File: src/sv/vcc_pkg.sv
// ----------------------------------------------------------------------------
// vcc_pkg
// Shared types and constants for the base-128 varint codec: item kinds,
// controller states and the command/status bundles between control and data.
// ----------------------------------------------------------------------------
`default_nettype none

package vcc_pkg;

   // seven-bit groups, bit 7 marks a continuation byte
   localparam int GROUP_BITS = 7;
   localparam int MAX_BYTES  = 10;
   localparam int LEN_W      = 4;
   localparam int CNT_W      = 4;

   localparam logic [LEN_W-1:0] LEN_MAX     = LEN_W'(MAX_BYTES);
   localparam logic [CNT_W-1:0] CNT_LAST    = CNT_W'(MAX_BYTES - 1);

   // request function select
   typedef enum logic {
      FUNC_ENCODE = 1'b0,
      FUNC_DECODE = 1'b1
   } func_type;

   // result item kind
   typedef enum logic [1:0] {
      KIND_BYTE     = 2'd0,
      KIND_VALUE    = 2'd1,
      KIND_OVERFLOW = 2'd2
   } kind_type;

   // controller states
   typedef enum logic {
      ST_IDLE = 1'b0,
      ST_ENC  = 1'b1
   } state_type;

   // controller -> datapath
   typedef struct packed {
      logic enc_first;   // take value, emit first encoded byte
      logic enc_next;    // emit next encoded byte from remainder
      logic dec_load;    // take one byte into the decoder
   } cmd_type;

   // datapath -> controller
   typedef struct packed {
      logic first_more;  // incoming value needs more than one byte
      logic rem_more;    // remainder needs more than one byte
      logic dec_cont;    // incoming byte has continuation bit
      logic dec_full;    // decoder already holds nine continuation bytes
   } stat_type;

endpackage

`default_nettype wire

File: src/sv/vcc_ctrl.sv
// ----------------------------------------------------------------------------
// vcc_ctrl
// Controller: handshakes on both channels, sequences the bytes of an encode
// and owns the result valid flag.
// ----------------------------------------------------------------------------
`default_nettype none

module vcc_ctrl (
   input  wire logic              clock,
   input  wire logic              reset,
   input  wire logic              req_tvalid,
   output logic                   req_tready,
   input  wire logic              req_func,
   output logic                   rsp_tvalid,
   input  wire logic              rsp_tready,
   output vcc_pkg::cmd_type       cmd,
   input  wire vcc_pkg::stat_type stat
);

   vcc_pkg::state_type state_ff, state_in;
   logic               rsp_valid_ff, rsp_valid_in;
   logic               slot_free;
   logic               produce;

   // output slot can take a new item when empty or being drained
   assign slot_free  = !rsp_valid_ff || rsp_tready;
   assign req_tready = (state_ff == vcc_pkg::ST_IDLE) && slot_free;
   assign rsp_tvalid = rsp_valid_ff;

   // state register and result valid
   always_ff @(posedge clock) begin
      if (reset) begin
         state_ff     <= vcc_pkg::ST_IDLE;
         rsp_valid_ff <= 1'b0;
      end else begin
         state_ff     <= state_in;
         rsp_valid_ff <= rsp_valid_in;
      end
   end

   // next state and commands
   always_comb begin
      state_in  = state_ff;
      cmd       = '0;
      produce   = 1'b0;
      case (state_ff)
         vcc_pkg::ST_IDLE: begin
            if (req_tvalid && req_tready) begin
               if (req_func == vcc_pkg::FUNC_ENCODE) begin
                  cmd.enc_first = 1'b1;
                  produce       = 1'b1;
                  if (stat.first_more) begin
                     state_in = vcc_pkg::ST_ENC;
                  end
               end else begin
                  cmd.dec_load = 1'b1;
                  // a continuation byte short of the limit gives nothing
                  produce      = !stat.dec_cont || stat.dec_full;
               end
            end
         end
         vcc_pkg::ST_ENC: begin
            if (slot_free) begin
               cmd.enc_next = 1'b1;
               produce      = 1'b1;
               if (!stat.rem_more) begin
                  state_in = vcc_pkg::ST_IDLE;
               end
            end
         end
         default: begin
            state_in = vcc_pkg::ST_IDLE;
         end
      endcase
      rsp_valid_in = produce ? 1'b1 : (rsp_tready ? 1'b0 : rsp_valid_ff);
   end

endmodule

`default_nettype wire

File: src/sv/vcc_dp.sv
// ----------------------------------------------------------------------------
// vcc_dp
// Datapath: encode remainder shifter, decode accumulator and byte count,
// and the result item register.
// ----------------------------------------------------------------------------
`default_nettype none

module vcc_dp (
   input  wire logic                           clock,
   input  wire logic                           reset,
   input  wire vcc_pkg::cmd_type               cmd,
   output vcc_pkg::stat_type                   stat,
   input  wire logic [63:0]                    value_in,
   input  wire logic [7:0]                     byte_in,
   output vcc_pkg::kind_type                   kind,
   output logic [7:0]                          byte_out,
   output logic [63:0]                         value_out,
   output logic [vcc_pkg::LEN_W-1:0]           length,
   output logic                                last
);

   localparam int REM_W = 64 - vcc_pkg::GROUP_BITS;

   // encode state
   logic [REM_W-1:0]            rem_ff, rem_in;
   logic [vcc_pkg::CNT_W-1:0]   enc_cnt_ff, enc_cnt_in;
   // decode state
   logic [63:0]                 acc_ff, acc_in;
   logic [vcc_pkg::CNT_W-1:0]   cnt_ff, cnt_in;
   // result register
   vcc_pkg::kind_type           kind_ff, kind_in;
   logic [7:0]                  byte_ff, byte_in_r;
   logic [63:0]                 value_ff, value_in_r;
   logic [vcc_pkg::LEN_W-1:0]   len_ff, len_in;
   logic                        last_ff, last_in;
   logic                        out_load;

   logic [5:0]                  shamt;
   logic [63:0]                 shifted;
   logic [63:0]                 acc_new;
   logic [vcc_pkg::CNT_W-1:0]   cnt_inc;
   logic [vcc_pkg::CNT_W-1:0]   enc_cnt_inc;

   // status to the controller
   assign stat.first_more = |value_in[63:vcc_pkg::GROUP_BITS];
   assign stat.rem_more   = |rem_ff[REM_W-1:vcc_pkg::GROUP_BITS];
   assign stat.dec_cont   = byte_in[7];
   assign stat.dec_full   = (cnt_ff == vcc_pkg::CNT_LAST);

   // group position of the incoming decode byte
   always_comb begin
      case (cnt_ff)
         4'd0:    shamt = 6'd0;
         4'd1:    shamt = 6'd7;
         4'd2:    shamt = 6'd14;
         4'd3:    shamt = 6'd21;
         4'd4:    shamt = 6'd28;
         4'd5:    shamt = 6'd35;
         4'd6:    shamt = 6'd42;
         4'd7:    shamt = 6'd49;
         4'd8:    shamt = 6'd56;
         4'd9:    shamt = 6'd63;
         default: shamt = 6'd0;
      endcase
   end

   // bits pushed past bit 63 fall off
   assign shifted     = {57'd0, byte_in[6:0]} << shamt;
   assign acc_new     = acc_ff | shifted;
   assign cnt_inc     = cnt_ff + 1'b1;
   assign enc_cnt_inc = enc_cnt_ff + 1'b1;
   assign out_load    = cmd.enc_first || cmd.enc_next || cmd.dec_load;

   // next values
   always_comb begin
      rem_in     = rem_ff;
      enc_cnt_in = enc_cnt_ff;
      acc_in     = acc_ff;
      cnt_in     = cnt_ff;
      kind_in    = vcc_pkg::KIND_BYTE;
      byte_in_r  = 8'd0;
      value_in_r = 64'd0;
      len_in     = '0;
      last_in    = 1'b0;

      if (cmd.enc_first) begin
         byte_in_r  = {stat.first_more, value_in[6:0]};
         len_in     = stat.first_more ? '0 : vcc_pkg::LEN_W'(1);
         last_in    = !stat.first_more;
         rem_in     = value_in[63:vcc_pkg::GROUP_BITS];
         enc_cnt_in = vcc_pkg::CNT_W'(1);
      end else if (cmd.enc_next) begin
         byte_in_r  = {stat.rem_more, rem_ff[6:0]};
         len_in     = stat.rem_more ? '0 : enc_cnt_inc;
         last_in    = !stat.rem_more;
         rem_in     = rem_ff >> vcc_pkg::GROUP_BITS;
         enc_cnt_in = enc_cnt_inc;
      end else if (cmd.dec_load) begin
         last_in = 1'b1;
         if (!byte_in[7]) begin
            // terminating byte ends the value
            kind_in    = vcc_pkg::KIND_VALUE;
            value_in_r = acc_new;
            len_in     = cnt_inc;
            acc_in     = 64'd0;
            cnt_in     = '0;
         end else if (stat.dec_full) begin
            // tenth continuation byte
            kind_in = vcc_pkg::KIND_OVERFLOW;
            len_in  = vcc_pkg::LEN_MAX;
            acc_in  = 64'd0;
            cnt_in  = '0;
         end else begin
            acc_in = acc_new;
            cnt_in = cnt_inc;
         end
      end
   end

   // decode state carries across request bytes
   always_ff @(posedge clock) begin
      if (reset) begin
         acc_ff <= 64'd0;
         cnt_ff <= '0;
      end else begin
         acc_ff <= acc_in;
         cnt_ff <= cnt_in;
      end
   end

   // encode remainder and result payload
   always_ff @(posedge clock) begin
      rem_ff     <= rem_in;
      enc_cnt_ff <= enc_cnt_in;
      if (out_load) begin
         kind_ff  <= kind_in;
         byte_ff  <= byte_in_r;
         value_ff <= value_in_r;
         len_ff   <= len_in;
         last_ff  <= last_in;
      end
   end

   assign kind      = kind_ff;
   assign byte_out  = byte_ff;
   assign value_out = value_ff;
   assign length    = len_ff;
   assign last      = last_ff;

endmodule

`default_nettype wire

File: src/sv/varint_codec_unit.sv
// ----------------------------------------------------------------------------
// varint_codec_unit
// Unsigned 64-bit base-128 varint encoder and streaming decoder.
// ----------------------------------------------------------------------------
//  channel | dir | tdata                               | tuser   | tlast
//  req_    | in  | value_in[63:0] byte_in[71:64]       | func    | -
//  rsp_    | out | byte_out[7:0] value_out[71:8]       | kind    | last
//          |     | length[75:72] zero[79:76]           |         |
//
//  Decode takes one byte per cycle; a byte that ends a value or hits the
//  ten-byte limit yields one item. Encode yields an n-byte encoding (1..10):
//  the remainder shifter emits one byte per cycle while the result register
//  is free, and no new item is taken until the last byte is loaded into it.
//  Reset clears the decode accumulator, its byte count and the result valid.
//  A stalled result holds its register and blocks further output; input is
//  taken only between encodes, with the result register empty or draining.
// ----------------------------------------------------------------------------
`default_nettype none

module varint_codec_unit (
   input  wire logic        clock,
   input  wire logic        reset,
   input  wire logic        req_tvalid,
   output logic             req_tready,
   input  wire logic [71:0] req_tdata,   // value_in[63:0], byte_in[71:64]
   input  wire logic        req_tuser,   // func
   output logic             rsp_tvalid,
   input  wire logic        rsp_tready,
   output logic [79:0]      rsp_tdata,   // byte_out[7:0], value_out[71:8], length[75:72]
   output logic [1:0]       rsp_tuser,   // kind
   output logic             rsp_tlast    // last
);

   vcc_pkg::cmd_type             cmd;
   vcc_pkg::stat_type            stat;
   vcc_pkg::kind_type            kind;
   logic [7:0]                   byte_out;
   logic [63:0]                  value_out;
   logic [vcc_pkg::LEN_W-1:0]    length;

   vcc_ctrl u_ctrl (
      .clock      (clock),
      .reset      (reset),
      .req_tvalid (req_tvalid),
      .req_tready (req_tready),
      .req_func   (req_tuser),
      .rsp_tvalid (rsp_tvalid),
      .rsp_tready (rsp_tready),
      .cmd        (cmd),
      .stat       (stat)
   );

   vcc_dp u_dp (
      .clock     (clock),
      .reset     (reset),
      .cmd       (cmd),
      .stat      (stat),
      .value_in  (req_tdata[63:0]),
      .byte_in   (req_tdata[71:64]),
      .kind      (kind),
      .byte_out  (byte_out),
      .value_out (value_out),
      .length    (length),
      .last      (rsp_tlast)
   );

   // pack the result item
   assign rsp_tdata = {4'd0, length, value_out, byte_out};
   assign rsp_tuser = kind;

endmodule

`default_nettype wire
File: config.mk
export PLATFORM = sky130hd
export DESIGN_NAME = varint_codec_unit
export DESIGN_NICKNAME = d
export VERILOG_FILES = /design/src/sv/vcc_pkg.sv /design/src/sv/vcc_ctrl.sv /design/src/sv/vcc_dp.sv /design/src/sv/varint_codec_unit.sv
export SDC_FILE = /design/constraint.sdc
export NUM_CORES = 1
export LEC_CHECK = 0
export ABC_CLOCK_PERIOD_IN_PS = 3210
export BUFFER_PORTS_ARGS = -buffer_cell sky130_fd_sc_hd__clkbuf_2
export CORE_UTILIZATION = 41
export CTS_BUF_LIST = sky130_fd_sc_hd__clkbuf_8
export CTS_CLUSTER_DIAMETER = 50
export DETAILED_ROUTE_END_ITERATION = 10
export HOLD_SLACK_MARGIN = 0.02
export PLACE_DENSITY = 0.63
export SLEW_MARGIN = 20
export SYNTH_ARGS = -nofsm -noshare
export SYNTH_HDL_FRONTEND = slang
export SYNTH_SLANG_ARGS = --single-unit
File: constraint.sdc
create_clock -name clock -period 3.21 [get_ports clock]
set_clock_uncertainty 0.05 [all_clocks]
set_input_delay 0.1605 -clock clock [delete_from_list [all_inputs] [get_ports clock]]
set_output_delay 0.1605 -clock clock [all_outputs]
set_load 0.005 [all_outputs]
Yosys cells after proc, flatten, opt, wreduce, memory -nomap -nowiden. Memory sizes are Yosys's and may differ from the RTL's. A register that Yosys moved wholly into a read port is not among the register bits. Index checks and enable logic that the tools add are counted.

Register bits after elaboration: 210. Memory bits (read-only): 96. Input bits: 77. Output and inout port bits: 85. Logic and storage cells: 82. Memories kept: 1.

Memory list: (no name shown) (depth 16, bits a word 6, rd ports 1, clocked after memory_dff 1, wr ports 0, RTL line vcc_dp.sv:52) `case (cnt_ff)`.

Add/sub/neg operators: 2. Eq/ne operators: 1. Shift-type cells: 1. Mux-type cells: 41. Bitwise operators: 6. Reduce and logical (&&, ||, !) cells: 18.

Operators by type and width (number): $mux W64 (2); $mux W57 (2); $or A64 B64 Y64 (1); $shl A7 B6 Y64 (1); $reduce_or A57 Y1 (1); $reduce_or A50 Y1 (1); $mux W4 (10); $mux W1 (22); $mux W8 (2); $add A4 B1 Y4 const B (2); $reduce_or A4 Y1 (2); $not A1 Y1 (5); $eq A4 B4 Y1 const B (1); $logic_not A1 Y1 (4); $logic_or A1 B1 Y1 (4); $pmux W1 S2 (2); $reduce_bool A2 Y1 (2); $reduce_and A3 Y1 (1); $reduce_or A3 Y1 (1); $logic_and A1 B1 Y1 (2); $mux W2 (1).

Logic depth before layout (Yosys ltp). Gate-level depths: netlist (run 1).

Word-level depth: 10. Depth in mapped cells: 12. Depth with buffers taken out: 12.

Cells and area by module. A second synthesis (run 1) with hierarchy kept.

Cell total of the unflattened synthesis: 849. Area, all modules: 9521.6 µm².

By module, submodules not included: vcc_dp (times used 1, cells each 828, area each 9357.7 µm², sequential area each 5645.4 µm²); vcc_ctrl (times used 1, cells each 16, area each 130.1 µm², sequential area each 40.0 µm²); varint_codec_unit (times used 1, cells each 5, area each 33.8 µm², sequential area each 0.0 µm²).

Worst setup path before layout (run 1). Ideal clock, no wire load.

Kind: register -> register. Start: register u_ctrl.state_ff. End: register u_dp.enc_cnt_ff[2] (netlist name). Setup time: 0.123 ns. Arrival time: 2.793 ns. Data required time: 3.037 ns. Setup slack: 0.245 ns. Cell stages (with the launch flop): 7. Path buffers: 1. Clock period less this slack: 2.965 ns. Cells stage by stage: dfxtp_1 buf_4 or4b_2 nand2_1 o21ai_0 nand2_1 o21ai_0.

Word-level cells in the longest chain between the ends: 5. Elaborated cells on any way between the ends: 6. Classes of those cells: mux: 3; bitwise: 1; reduce/logical: 2.

RTL lines: from (decl) (RTL line vcc_ctrl.sv:20) `vcc_pkg::state_type state_ff, state_in;`; from (signal assigned) (RTL line vcc_ctrl.sv:33) `state_ff <= vcc_pkg::ST_IDLE;`; from (signal assigned) (RTL line vcc_ctrl.sv:36) `state_ff <= state_in;`; $not A1 Y1 (RTL line vcc_ctrl.sv:27) `assign req_tready = (state_ff == vcc_pkg::ST_IDLE) && slot_free;`; $logic_and A1 B1 Y1 (RTL line vcc_ctrl.sv:27); $logic_and A1 B1 Y1 (RTL line vcc_ctrl.sv:48) `if (req_tvalid && req_tready) begin`; $mux W1 (RTL line vcc_ctrl.sv:48); $mux W1 (RTL line vcc_ctrl.sv:46) `case (state_ff)`; to (signal assigned) (RTL line vcc_dp.sv:134) `enc_cnt_ff <= enc_cnt_in;`; to (decl) (RTL line vcc_dp.sv:26) `logic [vcc_pkg::CNT_W-1:0] enc_cnt_ff, enc_cnt_in;`.

Parallel ways exist; a longest one is shown, timed or not. A chain may end at the register's enable or synchronous reset.

Worst setup path after layout (run 1).
Start: register u_ctrl.rsp_valid_ff (netlist: u_ctrl.rsp_tvalid). End: register u_dp.shamt[4] (netlist name).

Word-level cells in the longest chain between the ends: 10. Elaborated cells on any way between the ends: 15. Classes of those cells: mux: 8; bitwise: 2; reduce/logical: 5.

RTL lines: from (decl) (RTL line vcc_ctrl.sv:21) `logic rsp_valid_ff, rsp_valid_in;`; from (signal assigned) (RTL line vcc_ctrl.sv:37) `rsp_valid_ff <= rsp_valid_in;`; $logic_not A1 Y1 (*) (RTL line vcc_ctrl.sv:26) `assign slot_free = !rsp_valid_ff || rsp_tready;`; $logic_or A1 B1 Y1 (*) (RTL line vcc_ctrl.sv:26); $logic_and A1 B1 Y1 (RTL line vcc_ctrl.sv:27); $logic_and A1 B1 Y1 (RTL line vcc_ctrl.sv:48); $mux W1 (RTL line vcc_ctrl.sv:48); $mux W1 (RTL line vcc_ctrl.sv:46); $not A1 Y1 (no source line); $reduce_and A3 Y1 (no source line) (*); $mux W4 (no source line) (*) (2 in series).

Every way passes the cells marked *; elsewhere a longest branch is shown, timed or not.

==> flow_metrics.tcl, run 1 <==
set metrics [dict create \
    timing.rr.end "u_dp.shamt[4]" \
    core_mm2 0.02196 \
    drc 21 \
    syn_inst 917 \
    synth-edff-count 136 \
    hpwl_um 16220 \
    initial_core_util_pct 41.95 \
    max-clock-path-buffers 3 \
    overflow 0 \
    synth_cell_types 57 \
    io_buffers 157 \
    drive_above_1_share_pct 20.73 \
    p_leak_nw 4.683 \
    yosysWarnings 0 \
    ys_seq_area_share_pct 61.72 \
    slowest_delay_ns 0.62 \
    status "finished with violations" \
    timing.hold.ws_ns 0.09163 \
    syn_area_per_cell_um2 10.05 \
    slew_headroom_pct 45.30 \
    r2r_setup_slack_ns 0.67 \
    hold_violations 0 \
    avgViaCountPerCell 5.182 \
    crit_start "u_ctrl.rsp_tvalid" \
    drv_slew 0 \
    antenna_found_initial 1 \
    timing_worst_setup_path_type "flip-flop to flip-flop" \
    cp_slowest_cell "or3_1" \
    hp-class "input port to flip-flop" \
    cts_tree "yes" \
    pin_count 162 \
    drt_pass1_iterations 8 \
    min_period_ns 2.540 \
    gp_congestion 0.9009 \
    drtIter0Drc 557 \
    cts_root_buffer "clkbuf_8" \
    rows 54 \
    crit_end "u_dp.shamt[4]" \
    nFillCells 1962 \
    die_x_um 151.9 \
    arrival_ns 2.88 \
    clock_sinks 216 \
    crit_fanout 17 \
    grt_max_degree 65 \
    grt_usage_pct 21.64 \
    final_nets 1232 \
    clkTransAtPathRegs_ns 0.06 \
    crit-reg2reg-launch "u_ctrl.rsp_tvalid" \
    htreeDepth 2 \
    vias 7556 \
    ys_seq_elements 216 \
    total_power_mw 6.318 \
    postSynth.asyncResetShare_pct 0 \
    wl_per_cell_um 16.97 \
    ant_nets 0 \
    setup-violations-final 0 \
    first_global_vias 7484 \
    finalCritPeriodShare_pct 79.12 \
    syn_area_mm2 0.009211 \
    grt_pass1_wl_um 39850 \
    crit_required_ns 3.55 \
    drt_wl_total_um 24740 \
    tightest_slew_ns 0.8205 \
    peakVddDrop_v 0.0002990 \
    crit_path_start_kind "flip-flop" \
    violations "DRC" \
    syn_to_final_growth_pct 26.88 \
    dieHeight_um 151.9 \
    worstSkewPairLatency_ns 0.54 \
    grt_setup_unrepaired "no" \
    numCtsBuffers 38 \
    pwr_density_cell_mw_per_mm2 540.6 \
    maxCapViolations 0 \
    max_freq_mhz 393.7 \
    fin_tns_setup_ns 0 \
    worst_r2r_path_depth 9 \
    synth_ff_type "edfxtp_1" \
    end_kind "flip-flop" \
    dieArea_mm2 0.02307 \
    crit_chain "nor2b_4 > or3_1 > nor3_1 > a21oi_1 > nor2_1 > inv_1 > ha_1 > mux2i_1 > o21ai_1" \
]
layout make-up:
type	instances	area, um^2	area share (%)
clock buffers	42	578.1	4.946
clock inverters	28	132.6	1.135
diodes	1	2.502	0.02141
flip-flops and latches	216	5685	48.65
well taps	280	350.3	2.998
multi-input cells	637	3268	27.96
repair buffers	241	1622	13.87
inverters	13	48.80	0.4175
routing by layer:
| metal | part of all wire, % | up-vias | track usage [%] |
|---|---|---|---|
| li1 | - | 3711 | - |
| met1 | 43 | 3510 | 27.73 |
| met2 | 48 | 295 | 37.10 |
| met3 | 6.8 | 40 | 4.022 |
| met4 | 2.1 | 0 | 6.754 |
| met5 | 0 | - | 0 |
critical path, delay by kind of cell, from the launching register on:
family / cells / cell delay (ns)
AOI/OAI and AO/OA: 2 / 0.17
adders and majority gates: 1 / 0.32
buffers and inverters: 1 / 0.12
DFF: 1 / 0.32
muxes: 1 / 0.16
and+or+nand+nor: 4 / 1.27
where the power goes:
part	internal, mW	switching (mW)
combinational	0.284	0.423
clock	1.22	1.11
sequential	3.19	0.0946
worst min-delay path by stage:
stage | start | to | slack [ns] | depth (start not counted)
floorplan | req_tvalid | u_ctrl.rsp_tvalid | 0.25 | 2
global placement | req_tdata[42] | u_dp.rem_ff[35] | 0.39 | 3
detailed placement | req_tdata[44] | u_dp.rem_ff[37] | 0.39 | 3
CTS | rsp_tready | u_ctrl.rsp_tvalid | 0.07 | 4
global route | rsp_tready | u_ctrl.rsp_tvalid | 0.12 | 4
finish | reset | u_dp.cnt_ff[1] | 0.09 | 2
logic make-up after synthesis:
group	synth area share, %
buffers and inverters	3.165
xor gates and xnor gates	0.3804
adders and majority gates	1.087
other	0.04071
muxes	1.711
AOI/OAI and AO/OA	12.20
DFF	61.72
and+or+nand+nor	19.70
per-stage QoR:
| step | setup WS, ns | util [%] | instances | cell area [um^2] |
|---|---|---|---|---|
| 6_report | 0.6701 | 53.23 | 1458 | 11690 |
| 2_1_floorplan | 0.2446 | - | 920 | 9223 |
| 3_3_place_gp | 0.7671 | 46.92 | 1320 | 10300 |
| 5_1_grt | 0.4655 | 53.23 | 1458 | 11690 |
| 3_5_place_dp | 0.7132 | 46.92 | 1320 | 10300 |
| 4_1_cts | 0.6979 | 53.21 | 1457 | 11690 |
registers in the layout, indices dropped and copies added (netlist names):
| signal | cells |
|---|---|
| u_dp.enc_cnt_ff | 4 |
| u_dp.shamt | 6 |
| u_dp.length | 4 |
| u_dp.kind | 2 |
| u_ctrl.rsp_tvalid | 1 |
| u_dp.value_out | 64 |
| u_dp.byte_out | 8 |
| u_dp.rem_ff | 57 |
| u_dp.cnt_ff | 4 |
| u_dp.last | 1 |
| u_ctrl.state_ff | 1 |
| u_dp.acc_ff | 64 |
timing repair:
action,CTS,global route
setup endpoints to repair,0,0
setup buffers,0,0
hold buffers,67,0
endpoints found under the hold margin,66,0
gates resized for setup,0,0
cells in the final DEF, fill, tap and decap left out, drive strengths merged, types with 19 or more instances in the layout:
cell           n
edfxtp       136
nor4          29
dlygate4sd3   67
o21ai         19
inv           29
dfxtp         80
nor2         148
nand2        174
a21oi        118
clkbuf       199
synth_stat cells, types with 10 or more instances:
master | number | area share (%)
nor4_1 | 29 | 2.0
inv_1 | 12 | 0.49
a22o_1 | 11 | 1.0
edfxtp_1 | 136 | 44
nand2_1 | 174 | 7.1
a21oi_1 | 118 | 6.4
clkbuf_1 | 36 | 1.5
dfxtp_1 | 80 | 17
o22ai_1 | 13 | 0.88
nor2_1 | 146 | 5.9
nand3_1 | 10 | 0.54
buf_2 | 11 | 0.60
o21ai_0 | 13 | 0.71
and2_1 | 16 | 1.1
No activity file was read; power rests on OpenSTA's default activity.
==> inputs of run 2 (changes only) <==
--- a/config.mk
+++ b/config.mk
@@ -5,14 +5,15 @@
 export SDC_FILE = /design/constraint.sdc
 export NUM_CORES = 1
 export LEC_CHECK = 0
-export ABC_CLOCK_PERIOD_IN_PS = 3210
+export ABC_AREA = 1
+export ABC_CLOCK_PERIOD_IN_PS = 2550
 export BUFFER_PORTS_ARGS = -buffer_cell sky130_fd_sc_hd__clkbuf_2
 export CORE_UTILIZATION = 41
 export CTS_BUF_LIST = sky130_fd_sc_hd__clkbuf_8
 export CTS_CLUSTER_DIAMETER = 50
 export DETAILED_ROUTE_END_ITERATION = 10
 export HOLD_SLACK_MARGIN = 0.02
-export PLACE_DENSITY = 0.63
+export PLACE_DENSITY = 0.62
 export SLEW_MARGIN = 20
 export SYNTH_ARGS = -nofsm -noshare
 export SYNTH_HDL_FRONTEND = slang
==> constraint.sdc (replaced) <==
create_clock -name clock -period 2.55 [get_ports clock]
set_clock_uncertainty 0.05 [all_clocks]
set_input_delay 0.1275 -clock clock [delete_from_list [all_inputs] [get_ports clock]]
set_output_delay 0.1275 -clock clock [all_outputs]
set_load 0.005 [all_outputs]
==> run 2 against run 1 <==
The run now ends clean. Flip-flop and latch count unchanged. Combinational power rose by 50%. Sequential share of layout area down 2.7 points. Worst hold slack lost 0.013 ns. Design area is 5.8% higher. Non-clock buffer count rose by 7. Core utilization shrank 0.38 points. Fmax increased by 9.5%. Synthesized area is 5.8% higher. First-iteration DRC count shrank 7.5%. Final cell count up 13%. Total power rose by 32%. Critical endpoint is now u_ctrl.rsp_tvalid. Largest cell class unchanged.
==> flow_metrics.tcl, run 2 <==
set metrics [dict create \
    hp-class "input port to flip-flop" \
    hold_violations 0 \
    setup_ws_ns 0.2302 \
    synth_top_area_share_pct 41.89 \
    maxCapViolations 0 \
    synth_cell_types 43 \
    clock_sinks 216 \
    syn_to_final_growth_pct 26.86 \
    worstSkewPairLatency_ns 0.52 \
    grt.busiest_layer "met2" \
    grt_setup_unrepaired "no" \
    ys_seq_area_share_pct 58.32 \
    syn_area_mm2 0.009749 \
    p_sw_share_pct 25.88 \
    pwr-share-clk_pct 37.8 \
    rows 56 \
    status "finished clean" \
    timing_worst_setup_path_type "flip-flop to flip-flop" \
    slew_headroom_pct 65.02 \
    io_buffers 157 \
    vias 8220 \
    avgViaCountPerCell 4.991 \
    crit_start "u_dp.cnt_ff[1]" \
    htreeDepth 2 \
    setup-violations-final 0 \
    cts_root_buffer "clkbuf_8" \
    postSynth.asyncResetShare_pct 0 \
    syn_area_per_cell_um2 9.146 \
    drc 0 \
    tightest_slew_ns 0.5192 \
    initial_core_util_pct 41.66 \
    grt.met2_usage_pct 32.36 \
    core_mm2 0.02340 \
    final_nets 1383 \
    grt_max_degree 78 \
    dieHeight_um 156.2 \
    nFillCells 2158 \
    cts_tree "yes" \
    crit_chain "inv_1 > ha_1 > nand3_2 > nand2_2 > o21ai_0 > dlygate4sd3_1 > a21oi_1 > dlygate4sd3_1" \
    critPathBufInv 3 \
    use_met1_pct 27.11 \
    drv_slew 0 \
    p_leak_nw 5.018 \
    synth_common_cells "nand2_1, inv_1, edfxtp_1, a21oi_1, o21ai_0" \
    pin_count 162 \
    min_period_ns 2.320 \
    pwr_density_cell_mw_per_mm2 674.1 \
    finalCritPeriodShare_pct 90.97 \
    crit_path_start_kind "flip-flop" \
    max-clock-path-buffers 3 \
    die_x_um 156.2 \
    synth-edff-count 136 \
    min_from "rsp_tready" \
    cpMostUsedCell "dlygate4sd3_1" \
    layout_common_cells "nand2_1, inv_1, clkbuf_2" \
    cp_slowest_cell "dlygate4sd3_1" \
    max_freq_mhz 431.1 \
    fin_tns_setup_ns 0 \
    gp_congestion 0.8944 \
    ant_nets 0 \
    ys_seq_elements 216 \
    crit_fanout 4 \
    crit-reg2reg-launch "u_dp.cnt_ff[1]" \
    numCtsBuffers 38 \
    yosysWarnings 0 \
    postCtsSetupBuffers 0 \
    crit_required_ns 2.90 \
    hpwl_um 16150 \
    synth_area_leader_cell "edfxtp_1" \
    first_global_vias 7763 \
    drive_above_1_share_pct 19.52 \
    yosys-top-cells-area "edfxtp_1, dfxtp_1, nand2_1, a21oi_1, o21ai_0" \
    comb_power_share_pct 12.7 \
    syn_inst 1066 \
    synth_ff_type "edfxtp_1" \
    end_kind "flip-flop" \
    drt_pass1_iterations 5 \
    pre_cts_slack_ns 0.1662 \
    drt_wl_total_um 24230 \
    peakVddDrop_v 0.0003920 \
    yosysMostFrequentCell "nand2_1" \
    crit_family "buffers and inverters" \
    dieArea_mm2 0.02440 \
    p_int_mw 6.180 \
    wl_per_cell_um 14.71 \
    slowest_delay_ns 0.57 \
    drtIter0Drc 515 \
    clkTransAtPathRegs_ns 0.06 \
    arrival_ns 2.67 \
    antenna_found_initial 1 \
    met3_usage_pct 4.028 \
    grt_pass1_wl_um 38430 \
    grt_usage_pct 20.19 \
    p_sw_mw 2.158 \
    layout_commonest_cell "nand2_1" \
    overflow 0 \
    p_seq_share_pct 49.4 \
]
## run 2: changes by cell type after synthesis, moves of 9 or more
cell,delta
o22ai_1,-11
nand3_1,+29
nand4_1,+61
and2_1,-14
buf_2,+10
buf_1,+9
mux2i_1,-9
clkbuf_1,-16
nor2_1,-86
nor4_1,-27
o21ai_0,+104
inv_1,+131
## run 2: power by group through the flow
stage	clock [mW]	combinational (mW)	sequential [mW]
3_3_place_gp	0	0.963	4.19
4_1_cts	3.24	1.06	4.12
3_5_place_dp	0	0.974	4.19
5_1_grt	3.40	1.19	4.15
2_1_floorplan	0	0.573	4.19
6_report	3.15	1.06	4.12
## run 2: tightest hold or removal path, cell delays in order
cell and delay [ns]:
clkbuf_2 0.08, inv_1 0.04, nand2_1 0.07, nand2_1 0.15, nand2_1 0.07, nand3b_1 0.07
## run 2: path summary, 6_finish.rpt
kind                         to  slack (ns)  cells after the start
min reg2reg     u_dp.acc_ff[36]        0.42                      2
min          u_dp.enc_cnt_ff[0]        0.08                      6
max reg2reg   u_ctrl.rsp_tvalid        0.23                      8
max           u_ctrl.rsp_tvalid        0.23                      8
## run 2: per-layer routing
metal | vias up | share of wire [%]
met5 | - | 0
met2 | 265 | 47
met4 | 0 | 2.3
met3 | 42 | 5.8
li1 | 4126 | -
met1 | 3787 | 45
## run 2: cell type report
| class | instances | area [um^2] | share of cell area, % |
|---|---|---|---|
| clock buffer | 43 | 591.8 | 4.785 |
| tap | 319 | 399.1 | 3.227 |
| sequential | 216 | 5685 | 45.97 |
| inverter | 151 | 573.1 | 4.633 |
| antenna | 1 | 2.502 | 0.02023 |
| timing repair buffer | 248 | 1722 | 13.92 |
| clock inverter | 26 | 166.4 | 1.345 |
| multi-input combinational | 643 | 3228 | 26.10 |
## run 2: cells by family (layout without fill, tap and decap cells)
kind of cell | Yosys count | count (layout) | synth area share (%)
compound gates | 270 | 270 | 14.69
xor+xnor | 4 | 4 | 0.3593
fa+ha+maj | 8 | 8 | 1.027
buf+inv | 210 | 468 | 8.765
flops | 216 | 216 | 58.32
other cells | 1 | 5 | 0.03846
simple gates | 357 | 357 | 16.80
## run 2: what timing repair did
action                                  4_1_cts  5_1_grt
endpoints found under the hold margin        74        0
hold buffers                                 71        0
resized for setup                             0        2
endpoints found under the setup margin        0        1
## run 2: through the flow
stage / util, % / power [mW] / cells / hold WS (ns) / cell area, um^2
detailed placement: 46.55 / 5.169 / 1506 / 0.3756 / 10890
global placement: 46.55 / 5.156 / 1506 / 0.3729 / 10890
global route: 52.85 / 8.737 / 1647 / 0.1153 / 12370
CTS: 52.83 / 8.426 / 1646 / 0.04698 / 12360
finish: 52.85 / 8.338 / 1647 / 0.07902 / 12370
floorplan: - / 4.768 / 1069 / 0.2354 / 9771
==> inputs of run 3 (changes only) <==
==> constraint.sdc (replaced) <==
create_clock -name clock -period 2.55 [get_ports clock]
set_clock_uncertainty 0.05 [all_clocks]
set_input_delay 0.51 -clock clock [delete_from_list [all_inputs] [get_ports clock]]
set_output_delay 0.51 -clock clock [all_outputs]
set_load 0.1 [all_outputs]
==> run 3 against run 2 <==
Core utilization shrank 3.1 points. Design area shrank 5.9%. Flip-flop and latch count is the same. Count of clock-buffer cells in the layout shrank 3. Fmax grew 2.5%. Critical path type unchanged. Largest power group unchanged. Critical endpoint is now u_dp.shamt[4]. Combinational power grew 75%. Global-route usage shrank 0.72 points.
==> flow_metrics.tcl, run 3 (synthesis gave the netlist of run 2 again) <==
set metrics [dict create \
    core_mm2 0.02340 \
    cts_tree "yes" \
    layout_commonest_cell "nand2_1" \
    drt_pass1_iterations 5 \
    htreeDepth 2 \
    hpwl_um 16070 \
    max_freq_mhz 442.1 \
    timing_worst_setup_path_type "flip-flop to flip-flop" \
    drtIter0Drc 596 \
    syn_to_final_growth_pct 19.31 \
    gp_congestion 0.8805 \
    grt_usage_pct 19.47 \
    maxCapViolations 0 \
    peakVddDrop_v 0.0003410 \
    dpl-instance-area_mm2 0.01094 \
    dieArea_mm2 0.02440 \
    crit_fanout 4 \
    grt_setup_unrepaired "no" \
    numCtsBuffers 39 \
    p_leak_nw 4.691 \
    hold_violations 0 \
    total_power_mw 8.882 \
    cts-resized-gates 0 \
    pwr_density_cell_mw_per_mm2 763.5 \
    dp.cells 1506 \
    avgViaCountPerCell 5.037 \
    crit_required_ns 2.92 \
    status "finished clean" \
    rows 56 \
    design_area_mm2 0.01163 \
    p_sw_share_pct 34.31 \
    pre_cts_slack_ns 0.2334 \
    crit_path_start_kind "flip-flop" \
    finalCritPeriodShare_pct 88.71 \
    final_core_util_pct 49.71 \
    drive_above_1_share_pct 20.73 \
    initial_core_util_pct 41.66 \
    setup-violations-final 0 \
    clkTransAtPathRegs_ns 0.06 \
    min_period_ns 2.262 \
    final_nets 1313 \
    io_buffers 157 \
    p_int_mw 5.835 \
    die_x_um 156.2 \
    first_global_vias 7371 \
    clock_sinks 216 \
    pin_count 162 \
    pwr-share-clk_pct 32.5 \
    p_sw_mw 3.047 \
    worstSkewPairLatency_ns 0.53 \
    ant_nets 0 \
    p_seq_share_pct 46.6 \
    fin_tns_setup_ns 0 \
    grt_pass1_wl_um 37230 \
    postCtsSetupBuffers 0 \
    diodes 0 \
    hold_buffers 0 \
    hp-class "input port to flip-flop" \
    end_kind "flip-flop" \
    overflow 0 \
    drv_slew 0 \
    drc 0 \
    comb_power_share_pct 20.9 \
    timing.hold.ws_ns 0.2125 \
    arrival_ns 2.63 \
    layout_common_cells "nand2_1, clkbuf_2, inv_1" \
    antenna_found_initial 1 \
    slew_headroom_pct 44.99 \
    cts_root_buffer "clkbuf_8" \
    max-clock-path-buffers 3 \
    setup_ws_ns 0.2878 \
    drt_wl_total_um 23390 \
    grt_max_degree 110 \
    wl_per_cell_um 14.82 \
    vias 7949 \
    tightest_slew_ns 0.8243 \
    stdcell_count 1578 \
    dieHeight_um 156.2 \
]
[run 3: critical path, cell delays in order (launching register included)]
cell and delay (ns):
dfxtp_1 0.37, inv_1 0.06, ha_1 0.18, nand3_2 0.10, nand2_2 0.10, nor2_1 0.10, nand2_1 0.11, inv_1 0.10
a22oi_1 0.10, nor2_1 0.21, inv_1 0.12, ha_1 0.33, inv_1 0.06, o21ai_1 0.06, nand2_1 0.05, nand2_1 0.04
[run 3: path summary, 6_finish.rpt]
| path | to | slack (ns) | cells past startpoint | startpoint |
|---|---|---|---|---|
| max | u_dp.shamt[4] | 0.29 | 15 | u_dp.cnt_ff[1] |
| min | u_ctrl.rsp_tvalid | 0.21 | 3 | req_tvalid |
| max reg2reg | u_dp.shamt[4] | 0.29 | 15 | u_dp.cnt_ff[1] |
| min reg2reg | u_dp.acc_ff[34] | 0.42 | 2 | u_dp.acc_ff[34] |
[run 3: power groups by stage]
stage,logic [mW],registers (mW),clock network [mW]
after global routing,1.98,4.16,3.15
after floorplan,0.620,5.03,0
final,1.86,4.13,2.89
after detailed placement,1.86,4.21,0
after CTS,1.86,4.14,2.97
after global placement,1.85,4.21,0
[run 3: metal layers]
layer / share of wire, % / global-route usage, % / vias to the layer above
met2: 45 / 30.25 / 264
met3: 7.4 / 4.806 / 43
met1: 46 / 26.44 / 3665
met5: 0.047 / 0 / -
li1: - / - / 3975
met4: 2.0 / 6.676 / 2
[run 3: area by class of cell]
cell class / count / area (um^2)
clock buffers: 40 / 550.5
inverters: 151 / 576.8
fillers: 2225 / 11770
well taps: 319 / 399.1
flip-flops and latches: 216 / 5689
multi-input cells: 643 / 3251
repair buffers: 177 / 1023
clock inverters: 32 / 142.6
